File: src/rtl/pftf_pkg.sv
// ----------------------------------------------------------------------------
// pftf_pkg
// Shared types, codes and helpers for the fragment test and fog pipeline.
// ----------------------------------------------------------------------------
package pftf_pkg;

  localparam int unsigned CHAN_W = 8;
  localparam int unsigned RAW_W  = 32;
  localparam int unsigned PROD_W = 2 * CHAN_W;

  // Multiply-by-reciprocal for the divide by 255 in the fog blend
  localparam logic [15:0] DIV255_MUL = 16'h8081;
  localparam int unsigned DIV255_SHIFT = 23;
  localparam logic [CHAN_W-1:0] CHAN_MAX = 8'd255;

  // Configuration register indexes
  localparam logic [2:0] REG_STAGE_EN   = 3'd0;
  localparam logic [2:0] REG_DEPTH_MIN  = 3'd1;
  localparam logic [2:0] REG_DEPTH_MAX  = 3'd2;
  localparam logic [2:0] REG_ALPHA_SET  = 3'd3;
  localparam logic [2:0] REG_FOG_RGB    = 3'd4;
  localparam logic [2:0] REG_CTEST_FUNC = 3'd5;
  localparam logic [2:0] REG_CTEST_REF  = 3'd6;
  localparam logic [2:0] REG_CTEST_MASK = 3'd7;

  // stage_enables bit positions
  localparam int unsigned EN_DEPTH  = 0;
  localparam int unsigned EN_FOG    = 1;
  localparam int unsigned EN_CTEST  = 2;
  localparam int unsigned EN_CLEAR  = 3;
  localparam int unsigned EN_AMASK  = 4;

  typedef enum logic [2:0] {
    AFN_NEVER  = 3'd0,
    AFN_ALWAYS = 3'd1,
    AFN_EQ     = 3'd2,
    AFN_NE     = 3'd3,
    AFN_LT     = 3'd4,
    AFN_LE     = 3'd5,
    AFN_GT     = 3'd6,
    AFN_GE     = 3'd7
  } alpha_func_t;

  typedef enum logic [1:0] {
    CFN_NEVER  = 2'd0,
    CFN_ALWAYS = 2'd1,
    CFN_EQ     = 2'd2,
    CFN_NE     = 2'd3
  } ctest_func_t;

  // Per-fragment control traveling alongside the color lanes
  typedef struct packed {
    logic              valid;
    logic              keep;
    logic [CHAN_W-1:0] alpha;
  } frag_ctl_t;

  // Saturate a signed 32-bit channel to 0..255
  function automatic logic [CHAN_W-1:0] clamp_chan(input logic [RAW_W-1:0] raw);
    logic [CHAN_W-1:0] res;
    if (raw[RAW_W-1]) begin
      res = '0;
    end else if (|raw[RAW_W-2:CHAN_W]) begin
      res = CHAN_MAX;
    end else begin
      res = raw[CHAN_W-1:0];
    end
    return res;
  endfunction

endpackage

File: src/rtl/pftf_lane.sv
// ----------------------------------------------------------------------------
// pftf_lane
// One color lane: clamp, then optional fog blend (c*f + fc*(255-f)) / 255 over
// two register stages, one word per cycle.
// ----------------------------------------------------------------------------
module pftf_lane
  import pftf_pkg::*;
(
  input  logic              clk,
  input  logic [RAW_W-1:0]  raw_in,
  input  logic [CHAN_W-1:0] fog_factor,
  input  logic [CHAN_W-1:0] fog_chan,
  input  logic              fog_en,
  output logic [CHAN_W-1:0] chan_out
);

  logic [CHAN_W-1:0] clamp_c;
  logic [CHAN_W-1:0] inv_f;
  logic [PROD_W-1:0] prod_c_r, prod_c_nxt;
  logic [PROD_W-1:0] prod_f_r, prod_f_nxt;
  logic [CHAN_W-1:0] clamp_a_r;
  logic [CHAN_W-1:0] clamp_b_r;
  logic [PROD_W:0]   sum_w;
  logic [32:0]       scaled_w;
  logic [CHAN_W-1:0] fogged_r, fogged_nxt;

  // Stage 1: clamp and the two weighted products
  assign clamp_c    = clamp_chan(raw_in);
  assign inv_f      = CHAN_MAX - fog_factor;
  assign prod_c_nxt = clamp_c * fog_factor;
  assign prod_f_nxt = fog_chan * inv_f;

  // Stage 2: sum and divide by 255 via reciprocal multiply
  assign sum_w      = {1'b0, prod_c_r} + {1'b0, prod_f_r};
  assign scaled_w   = 33'(sum_w) * 33'(DIV255_MUL);
  assign fogged_nxt = scaled_w[DIV255_SHIFT+CHAN_W-1:DIV255_SHIFT];

  always_ff @(posedge clk) begin
    prod_c_r  <= prod_c_nxt;
    prod_f_r  <= prod_f_nxt;
    clamp_a_r <= clamp_c;
    clamp_b_r <= clamp_a_r;
    fogged_r  <= fogged_nxt;
  end

  assign chan_out = fog_en ? fogged_r : clamp_b_r;

endmodule

File: src/rtl/pftf_merge.sv
// ----------------------------------------------------------------------------
// pftf_merge
// Merges the three color lanes with the fragment control: color test,
// discard zeroing and the output register.
// ----------------------------------------------------------------------------
module pftf_merge
  import pftf_pkg::*;
(
  input  logic              clk,
  input  logic              rst_n,
  input  frag_ctl_t         ctl,
  input  logic [CHAN_W-1:0] red,
  input  logic [CHAN_W-1:0] green,
  input  logic [CHAN_W-1:0] blue,
  input  logic              ctest_en,
  input  ctest_func_t       ctest_func,
  input  logic [23:0]       ctest_ref,
  input  logic [23:0]       ctest_mask,
  output logic              out_valid,
  output logic              out_keep,
  output logic [CHAN_W-1:0] out_red,
  output logic [CHAN_W-1:0] out_green,
  output logic [CHAN_W-1:0] out_blue,
  output logic [CHAN_W-1:0] out_alpha
);

  logic [23:0]       col_m;
  logic [23:0]       ref_m;
  logic              ctest_pass;
  logic              keep_nxt;
  logic              valid_r;
  logic              keep_r;
  logic [CHAN_W-1:0] red_r, green_r, blue_r, alpha_r;

  // Color test on masked RGB
  assign col_m = {blue, green, red} & ctest_mask;
  assign ref_m = ctest_ref & ctest_mask;

  always_comb begin
    case (ctest_func)
      CFN_NEVER:  ctest_pass = 1'b0;
      CFN_ALWAYS: ctest_pass = 1'b1;
      CFN_EQ:     ctest_pass = (col_m == ref_m);
      CFN_NE:     ctest_pass = (col_m != ref_m);
      default:    ctest_pass = 1'b1;
    endcase
  end

  assign keep_nxt = ctl.keep & (~ctest_en | ctest_pass);

  // Result strobe
  always_ff @(posedge clk) begin
    if (!rst_n) begin
      valid_r <= 1'b0;
    end else begin
      valid_r <= ctl.valid;
    end
  end

  // Result word; discarded fragments give zero color
  always_ff @(posedge clk) begin
    keep_r  <= keep_nxt;
    red_r   <= keep_nxt ? red       : '0;
    green_r <= keep_nxt ? green     : '0;
    blue_r  <= keep_nxt ? blue      : '0;
    alpha_r <= keep_nxt ? ctl.alpha : '0;
  end

  assign out_valid = valid_r;
  assign out_keep  = keep_r;
  assign out_red   = red_r;
  assign out_green = green_r;
  assign out_blue  = blue_r;
  assign out_alpha = alpha_r;

endmodule

File: src/rtl/pixel_fragment_test_and_fog.sv
// ----------------------------------------------------------------------------
// pixel_fragment_test_and_fog
// Per-fragment depth range kill, clamp, alpha test, fog blend and color test.
//
//   channel  ports                               handshake
//   input    in_depth in_fog_factor in_*_in      start, taken when !busy
//   result   out_keep out_*_out                  out_valid strobe, one cycle
//   config   cfg_wr_en cfg_index cfg_wdata       write on cfg_wr_en
//
// One word enters every cycle; the control is registered in step with the fog lanes:
// products, reciprocal multiply, then the merge register that drives out_valid.
// busy stays low; the pipeline never holds off a word.
// rst_n is synchronous and restores the register defaults.
// The receiver cannot stall; each result is shown for one cycle only.
// ----------------------------------------------------------------------------
module pixel_fragment_test_and_fog
  import pftf_pkg::*;
(
  input  logic        clk,
  input  logic        rst_n,
  input  logic        start,
  output logic        busy,
  input  logic [15:0] in_depth,
  input  logic [7:0]  in_fog_factor,
  input  logic [31:0] in_red_in,
  input  logic [31:0] in_green_in,
  input  logic [31:0] in_blue_in,
  input  logic [31:0] in_alpha_in,
  output logic        out_valid,
  output logic        out_keep,
  output logic [7:0]  out_red_out,
  output logic [7:0]  out_green_out,
  output logic [7:0]  out_blue_out,
  output logic [7:0]  out_alpha_out,
  input  logic        cfg_wr_en,
  input  logic [2:0]  cfg_index,
  input  logic [23:0] cfg_wdata
);

  logic [4:0]  stage_en_r;
  logic [15:0] depth_min_r;
  logic [15:0] depth_max_r;
  logic [23:0] alpha_set_r;
  logic [23:0] fog_rgb_r;
  logic [1:0]  ctest_func_r;
  logic [23:0] ctest_ref_r;
  logic [23:0] ctest_mask_r;

  logic              accept;
  logic [CHAN_W-1:0] alpha_c;
  logic [CHAN_W-1:0] alpha_m;
  logic [CHAN_W-1:0] alpha_ref;
  logic              depth_ok;
  logic              alpha_ok;
  frag_ctl_t         ctl_a_r, ctl_a_nxt;
  frag_ctl_t         ctl_b_r;
  logic [CHAN_W-1:0] red_l, green_l, blue_l;

  assign busy   = 1'b0;
  assign accept = start & ~busy;

  // Configuration registers
  always_ff @(posedge clk) begin
    if (!rst_n) begin
      stage_en_r   <= '0;
      depth_min_r  <= '0;
      depth_max_r  <= 16'hFFFF;
      alpha_set_r  <= 24'd1;
      fog_rgb_r    <= '0;
      ctest_func_r <= 2'd1;
      ctest_ref_r  <= '0;
      ctest_mask_r <= 24'hFFFFFF;
    end else if (cfg_wr_en) begin
      case (cfg_index)
        REG_STAGE_EN:   stage_en_r   <= cfg_wdata[4:0];
        REG_DEPTH_MIN:  depth_min_r  <= cfg_wdata[15:0];
        REG_DEPTH_MAX:  depth_max_r  <= cfg_wdata[15:0];
        REG_ALPHA_SET:  alpha_set_r  <= cfg_wdata;
        REG_FOG_RGB:    fog_rgb_r    <= cfg_wdata;
        REG_CTEST_FUNC: ctest_func_r <= cfg_wdata[1:0];
        REG_CTEST_REF:  ctest_ref_r  <= cfg_wdata;
        REG_CTEST_MASK: ctest_mask_r <= cfg_wdata;
        default: ;
      endcase
    end
  end

  // Depth range test
  assign depth_ok = ~stage_en_r[EN_DEPTH] |
                    ((in_depth >= depth_min_r) & (in_depth <= depth_max_r));

  // Alpha clamp, optional mask and compare
  assign alpha_c   = clamp_chan(in_alpha_in);
  assign alpha_m   = stage_en_r[EN_AMASK] ? (alpha_c & alpha_set_r[23:16]) : alpha_c;
  assign alpha_ref = alpha_set_r[15:8];

  always_comb begin
    case (alpha_func_t'(alpha_set_r[2:0]))
      AFN_NEVER:  alpha_ok = 1'b0;
      AFN_ALWAYS: alpha_ok = 1'b1;
      AFN_EQ:     alpha_ok = (alpha_m == alpha_ref);
      AFN_NE:     alpha_ok = (alpha_m != alpha_ref);
      AFN_LT:     alpha_ok = (alpha_m <  alpha_ref);
      AFN_LE:     alpha_ok = (alpha_m <= alpha_ref);
      AFN_GT:     alpha_ok = (alpha_m >  alpha_ref);
      AFN_GE:     alpha_ok = (alpha_m >= alpha_ref);
      default:    alpha_ok = 1'b1;
    endcase
  end

  always_comb begin
    ctl_a_nxt.valid = accept;
    ctl_a_nxt.keep  = depth_ok & alpha_ok;
    ctl_a_nxt.alpha = alpha_c;
  end

  // Control pipeline matched to the lane latency
  always_ff @(posedge clk) begin
    if (!rst_n) begin
      ctl_a_r.valid <= 1'b0;
      ctl_b_r.valid <= 1'b0;
    end else begin
      ctl_a_r.valid <= ctl_a_nxt.valid;
      ctl_b_r.valid <= ctl_a_r.valid;
    end
    ctl_a_r.keep  <= ctl_a_nxt.keep;
    ctl_a_r.alpha <= ctl_a_nxt.alpha;
    ctl_b_r.keep  <= ctl_a_r.keep;
    ctl_b_r.alpha <= ctl_a_r.alpha;
  end

  // Color lanes
  pftf_lane u_lane_red (
    .clk        (clk),
    .raw_in     (in_red_in),
    .fog_factor (in_fog_factor),
    .fog_chan   (fog_rgb_r[7:0]),
    .fog_en     (stage_en_r[EN_FOG]),
    .chan_out   (red_l)
  );

  pftf_lane u_lane_green (
    .clk        (clk),
    .raw_in     (in_green_in),
    .fog_factor (in_fog_factor),
    .fog_chan   (fog_rgb_r[15:8]),
    .fog_en     (stage_en_r[EN_FOG]),
    .chan_out   (green_l)
  );

  pftf_lane u_lane_blue (
    .clk        (clk),
    .raw_in     (in_blue_in),
    .fog_factor (in_fog_factor),
    .fog_chan   (fog_rgb_r[23:16]),
    .fog_en     (stage_en_r[EN_FOG]),
    .chan_out   (blue_l)
  );

  // Color test and result register
  pftf_merge u_merge (
    .clk        (clk),
    .rst_n      (rst_n),
    .ctl        (ctl_b_r),
    .red        (red_l),
    .green      (green_l),
    .blue       (blue_l),
    .ctest_en   (stage_en_r[EN_CTEST] & ~stage_en_r[EN_CLEAR]),
    .ctest_func (ctest_func_t'(ctest_func_r)),
    .ctest_ref  (ctest_ref_r),
    .ctest_mask (ctest_mask_r),
    .out_valid  (out_valid),
    .out_keep   (out_keep),
    .out_red    (out_red_out),
    .out_green  (out_green_out),
    .out_blue   (out_blue_out),
    .out_alpha  (out_alpha_out)
  );

endmodule

File: config.mk
export PLATFORM = sky130hd
export DESIGN_NAME = pixel_fragment_test_and_fog
export DESIGN_NICKNAME = d
export VERILOG_FILES = /design/src/rtl/pftf_pkg.sv /design/src/rtl/pftf_lane.sv /design/src/rtl/pftf_merge.sv /design/src/rtl/pixel_fragment_test_and_fog.sv
export SDC_FILE = /design/constraint.sdc
export NUM_CORES = 2
export LEC_CHECK = 0
export BUFFER_PORTS_ARGS = -buffer_cell sky130_fd_sc_hd__buf_4
export CAP_MARGIN = 40
export CORE_UTILIZATION = 40
export CTS_BUF_LIST = sky130_fd_sc_hd__clkbuf_4 sky130_fd_sc_hd__clkbuf_8
export DETAILED_ROUTE_END_ITERATION = 10
export SLEW_MARGIN = 0
export SYNTH_ARGS = -nofsm -noshare
export SYNTH_HDL_FRONTEND = slang
export SYNTH_SLANG_ARGS = --single-unit
File: constraint.sdc
create_clock -name clk -period 6.3 [get_ports clk]
set_clock_uncertainty 0.05 [all_clocks]
set_input_delay 1.26 -clock clk [delete_from_list [all_inputs] [get_ports clk]]
set_output_delay 1.26 -clock clk [all_outputs]
set_load 0.01 [all_outputs]
# == Word level (Yosys, flattened, before mapping) ==
# Index checks and enable logic that the tools add are counted.
# totals
mem_bits_ro,0
mem_count,0
latchBits,0
regBits,357
out_inout_bits,35
input_bits,183
mem_bits_rw,0
word_cells,116
# classes
muxes,14
reduce_logical,15
shifts,0
magnitude_cmp,6
n_mul,9
addsub,4
bitwise_logic,12
div,0
eq_ne,21
# op_table
operator,n
8-bit by 8-bit multiplier with 16-bit output,6
8-bit 2-to-1 mux,12
"17-bit by 16-bit multiplier with 31-bit output, second input constant",3
23-bit OR reduction,4
16-bit by 16-bit adder with 17-bit output,3
24-bit AND,2
24-bit == test,1
"3-bit == test, second input constant",8
24-bit inequality test,1
16-bit >= comparator,1
16-bit less-or-equal comparator,1
2-bit AND reduction,8
"3-bit by 2-bit == test with 1-bit output, second input constant",4
8-bit AND,1
8-bit == test,1
8-bit >= comparator,1
8-bit greater-than comparator,1
8-bit less-or-equal comparator,1
8-bit < comparator,1
8-bit inequality test,1
1-bit one-hot mux with 8 select lines,1
"8-bit subtractor, first input constant",1
"3-bit by 1-bit == test with 1-bit output, second input constant",2
3-bit logical NOT,2
other kinds (7),14

# == Depth between registers and ports, before layout ==
# depth
ltp_word,8
ltp_mapped,23
depth_no_buf,23

# == By module ==
# A second synthesis with hierarchy kept.
# hier_totals
cells_unflattened,3299
hier_area_um2,30359.1
# modules_own_cells
module,seq_area_each_um2,cells_per_inst,n_inst,area_each_um2
pftf_lane at u_lane_blue,1121.1,816,1,7651.1
pftf_lane at u_lane_green,1121.1,787,1,7482.2
pftf_lane at u_lane_red,1121.1,785,1,7425.9
pixel_fragment_test_and_fog,3002.9,757,1,6393.6
pftf_merge,680.7,154,1,1406.3

# == Least setup slack after synthesis ==
# OpenSTA, ideal clock, no wires.
# synth_path
path_kind,input to register
from,in in_red_in[24]
to,reg u_lane_red.prod_c_r[15]
arrival_ns,5.889
stages,20
t_required_ns,6.129
setup_ns,0.121
n_path_buf,0
slack_ns,0.240
path_cell_list,nor4_1 > nand4_1 > nor3_1 > nor2_1 > and2_1 > fa_1 > inv_1 > fa_1 > inv_1 > fa_1 > inv_1 > fa_1 > inv_1 > ha_1 > a21boi_0 > o21ai_0 > a22oi_1 > a41o_1 > o41a_1 > xnor2_1
# synth_via
elab_chain_cells,4
# synth_rtl
element,line,rtl
from (decl),pixel_fragment_test_and_fog.sv:25,"input logic [31:0] in_red_in,"
23-bit OR reduction,pftf_pkg.sv:63,end else if (|raw[RAW_W-2:CHAN_W]) begin
8-bit 2-to-1 mux,pftf_pkg.sv:63,
8-bit 2-to-1 mux,pftf_pkg.sv:61,if (raw[RAW_W-1]) begin
via u_lane_red.clamp_c[3],pftf_lane.sv:17,logic [CHAN_W-1:0] clamp_c;
8-bit by 8-bit multiplier with 16-bit output,pftf_lane.sv:30,assign prod_c_nxt = clamp_c * fog_factor;
via u_lane_red.prod_c_nxt[15],pftf_lane.sv:19,"logic [PROD_W-1:0] prod_c_r, prod_c_nxt;"
to (signal assigned),pftf_lane.sv:39,prod_c_r <= prod_c_nxt;
to (decl),pftf_lane.sv:19,
# The timed path passes the listed nets, and every way through them passes these cells.
# A chain may end at the register's enable or synchronous reset.

# == Worst setup path in the final report ==
# layout_path
from,reg u_lane_green.prod_f_r[6]
to,reg u_lane_green.fogged_r[6]
# layout_via
elab_chain_cells,2
# layout_rtl
element,line,rtl
from (decl),pftf_lane.sv:20,"logic [PROD_W-1:0] prod_f_r, prod_f_nxt;"
from (signal assigned),pftf_lane.sv:40,prod_f_r <= prod_f_nxt;
16-bit by 16-bit adder with 17-bit output,pftf_lane.sv:34,"assign sum_w = {1'b0, prod_c_r} + {1'b0, prod_f_r};"
17-bit by 16-bit multiplier with 31-bit output,pftf_lane.sv:35,assign scaled_w = 33'(sum_w) * 33'(DIV255_MUL);
via u_lane_green.scaled_w[29],pftf_lane.sv:24,logic [32:0] scaled_w;
to (signal assigned),pftf_lane.sv:43,fogged_r <= fogged_nxt;
to (decl),pftf_lane.sv:25,"logic [CHAN_W-1:0] fogged_r, fogged_nxt;"
# The timed path passes the listed nets, and every way through them passes these cells.

==> flow_metrics.env <==
export IMPL_ys_seq_elements=352
export IMPL_antenna_found_initial=0
export IMPL_synth_xor_area_share_pct=4.06
export IMPL_fin_ws_ns=0.404
export IMPL_power_density_nw_per_um2=316
export IMPL_wl_met2_um=31800
export IMPL_crit_path_end_kind="flip-flop"
export IMPL_nFillCells=7253
export IMPL_cts_clk_slew_worst_paths_ns=0.06
export IMPL_die_w_um=276
export IMPL_layout_drive_gt1_share_pct=11.4
export IMPL_yosysSeqAreaShare_pct=23.5
export IMPL_cts_max_level=3
export IMPL_cp_start_kind="flip-flop"
export IMPL_vias_per_cell=4.96
export IMPL_cp_common_cell="ha_1"
export IMPL_hold_buffers=0
export IMPL_drt_first_pass_iters=5
export IMPL_seq_area_um2=7050
export IMPL_slowest_delay_ns=0.59
export IMPL_ys_top_cells_by_area="dfxtp_1, ha_1, fa_1"
export IMPL_synth_cell_types=67
export IMPL_dr_max_layer_used="met4"
export IMPL_io_buffers=216
export IMPL_path_buf_inv=0
export IMPL_io_pins=218
export IMPL_ant_nets=0
export IMPL_cts_root_buffer="clkbuf_8"
export IMPL_async_flop_share_pct=0
export IMPL_die_y_um=276
export IMPL_clock_path_buffers=3
export IMPL_numCtsBuffers=67
export IMPL_path_delay_family="compound AO/OA/AOI/OAI gates"
export IMPL_final_nets=4447
export IMPL_synth_fa_ha_area_share_pct=36.3
export IMPL_crit_arrival_ns=6.39
export IMPL_ir_worst_vdd_uv=189
export IMPL_syn_area_um2=30000
export IMPL_syn_to_final_growth_pct=14.2
export IMPL_die_area_um2=76000
export IMPL_dr_wl_met3_um=3210
export IMPL_drt_initial_drc_count=985
export IMPL_max_cap_violations=0
export IMPL_hold_viol=0
export IMPL_finalSetupTns_ns=0
export IMPL_whs_ns=0.271
export IMPL_initial_utilization_pct=40.3
export IMPL_grt_max_degree=97
export IMPL_multi_input_area_um2=21200
export IMPL_min_path_type="flip-flop to flip-flop"
export IMPL_yosysWarnings=0
export IMPL_grt_ovfl_total=0
export IMPL_path_cells="ha_1 -> a21oi_1 -> o21ai_0 -> or3_1 -> o211ai_1 -> a31oi_1 -> a311o_2 -> ha_1 -> ha_1 -> ha_1 -> ha_1 -> ha_1 -> nand2_1 -> or4_1 -> or3_1 -> o221ai_1 -> o21a_1 -> o21a_1 -> xor2_1"
export IMPL_status="complete, no violations"
export IMPL_finalSetupViolCount=0
export IMPL_coreArea_um2=74300
export IMPL_yosys_area_share_simple_pct=19.1
export IMPL_wl_um=70700
export IMPL_postSynthCellCount=3281
export IMPL_stdcell_area_um2=34200
export IMPL_vias=22500
export IMPL_grt_pass1_vias=22400
export IMPL_postCtsSetupBuffers=0
export IMPL_synth_avg_cell_area_um2=9.14
export IMPL_dp_hpwl_um=55600
export IMPL_synth_compound_area_share_pct=9.78
export IMPL_tightest_slew_ns=0.875
export IMPL_finalCriticalPeriod_ns=5.90
export IMPL_synth_nets=4203
export IMPL_clk_latency_ns=0.64
export IMPL_criticalPathCategory="flip-flop to flip-flop"
export IMPL_cts_resized_gates=0
export IMPL_dp_slack_ns=-0.0656
export IMPL_cp_max_fo=5
export IMPL_period_share_pct=93.6
export IMPL_grt_setup_unrepaired="no"
export IMPL_synth_main_ff_cell="dfxtp_1"
export IMPL_power_mw=10.8
export IMPL_yosysTopAreaCell="dfxtp_1"
export IMPL_tritoncts="built"
export IMPL_route_layer_met1_wl_um=34300
export IMPL_cts_sinks=352
export IMPL_muxShareOfSynthArea_pct=1.19
export IMPL_cp_required_ns=6.79
export IMPL_wire_per_inst_um=15.6
export IMPL_drc=0
export IMPL_grt_pass1_wl_um=115000
export IMPL_synth_edf_count=0
export IMPL_grt_usage_pct=18.9
export IMPL_max_slew_margin_rel_pct=40.0
export IMPL_p_leak_nw=16.7
export IMPL_crit_slowest_cell="or4_1"
export IMPL_drv_slew=0
export IMPL_synth_top_area_share_pct=23.5
export IMPL_rows=100
export IMPL_place_congestion=0.835
export IMPL_postPlaceCellArea_um2=32800
export IMPL_fmax_mhz=170
export IMPL_synth_top_family_by_area="adder cells"
final timing paths:
| check | depth (start not counted) | endpoint | slack [ns] | startpoint |
|---|---|---|---|---|
| worst max-delay path | 19 | u_lane_green.fogged_r[6] | 0.40 | u_lane_green.prod_f_r[6] |
| worst min register to register | 0 | ctl_b_r[5] | 0.27 | ctl_a_r[5] |
| worst max register to register | 19 | u_lane_green.fogged_r[6] | 0.40 | u_lane_green.prod_f_r[6] |
| worst min-delay path | 0 | ctl_b_r[5] | 0.27 | ctl_a_r[5] |
metrics by stage:
stage	util, %	std cells
floorplan	-	3281
global placement	44.1	4418
detailed placement	44.2	4425
CTS	46.0	4537
global route	46.0	4537
finish	46.0	4538
cell usage after synthesis, types with 4 or more instances:
cell      number
mux2i_1       33
a21o_1        36
ha_1         520
or2_2         12
a21boi_0      95
nand3_1       51
nand3b_1       4
o21ai_0       54
clkbuf_1      85
nor4_1        24
a31oi_1       19
o311a_1        4
and2_1       183
a21oi_1       90
nor2b_1      154
nand2b_1      97
dfxtp_1      352
and4_1         6
o211ai_1      27
inv_1        371
nand4_1       18
a22o_1         4
or3_1         17
o21a_1        24
xor2_1        16
a22oi_1        9
fa_1         219
o31a_1         7
nor2_1       142
a41oi_1        4
nand2_1      330
a211oi_1       9
o21bai_1       6
o31ai_1        6
a311oi_1       4
xnor2_1      123
nor3_1        74
and3_1         6
placed cells by master, fill, tap and decap left out, types with 18 or more instances in the layout:
master,netlist,layout
nor4_1,24,24
nand2b_1,97,97
and2_1,183,183
a21oi_1,90,90
a31oi_1,19,18
o21ai_0,54,54
nand3_1,51,51
clkbuf_8,0,82
xnor2_1,123,123
a21boi_0,95,95
o211ai_1,27,27
buf_4,1,261
nor2b_1,154,154
nand2_1,330,330
a21o_1,36,36
dfxtp_1,352,351
o21a_1,24,24
ha_1,520,520
nand4_1,18,18
fa_1,219,219
nor3_1,74,72
inv_1,371,371
nor2_1,142,141
mux2i_1,33,33
power by group:
part           total (mW)  switching [mW]  internal [mW]
clock network        2.31           0.995           1.32
logic                5.85            3.22           2.64
registers            2.65           0.107           2.54
worst register-to-register path, stage by stage (launching register included):
cell,delay (ns)
dfxtp_1,0.32
ha_1,0.35
a21oi_1,0.28
o21ai_0,0.20
or3_1,0.35
o211ai_1,0.24
a31oi_1,0.18
a311o_2,0.51
ha_1,0.30
ha_1,0.28
ha_1,0.28
ha_1,0.28
ha_1,0.35
nand2_1,0.08
or4_1,0.59
or3_1,0.39
o221ai_1,0.22
o21a_1,0.21
o21a_1,0.16
xor2_1,0.18
routing by layer:
layer	up-vias	global-route usage (%)
li1	11400	-
met1	10700	25.9
met2	396	30.9
met3	79	2.74
met4	0	5.42
met5	-	0
flip-flops by register name, indices dropped and copies added (netlist names), 10 cells and up:
register               flops
ctest_mask_r              24
ctl_a_r                   10
u_lane_red.prod_f_r       16
alpha_set_r               19
ctl_b_r                   10
u_lane_blue.prod_f_r      16
depth_min_r               16
u_lane_green.prod_c_r     16
ctest_ref_r               24
fog_rgb_r                 24
depth_max_r               16
u_lane_blue.prod_c_r      16
u_lane_green.prod_f_r     16
u_lane_red.prod_c_r       16
logic make-up after synthesis:
family / after synthesis
DFF: 352
other: 1
and+or+nand+nor: 1124
muxes: 35
buffers and inverters: 463
xor gates and xnor gates: 139
adders and majority gates: 739
AOI/OAI and AO/OA: 428
final cells by class:
class / count / share of cell area (%)
clock buffers: 98 / 3.65
well taps: 969 / 3.54
clock inverters: 14 / 0.373
diodes: 1 / 0.00731
repair buffers: 266 / 5.92
flip-flops and latches: 352 / 20.6
multi-input cells: 2466 / 61.8
inverters: 372 / 4.09
Power figures use the tool's default switching activity.
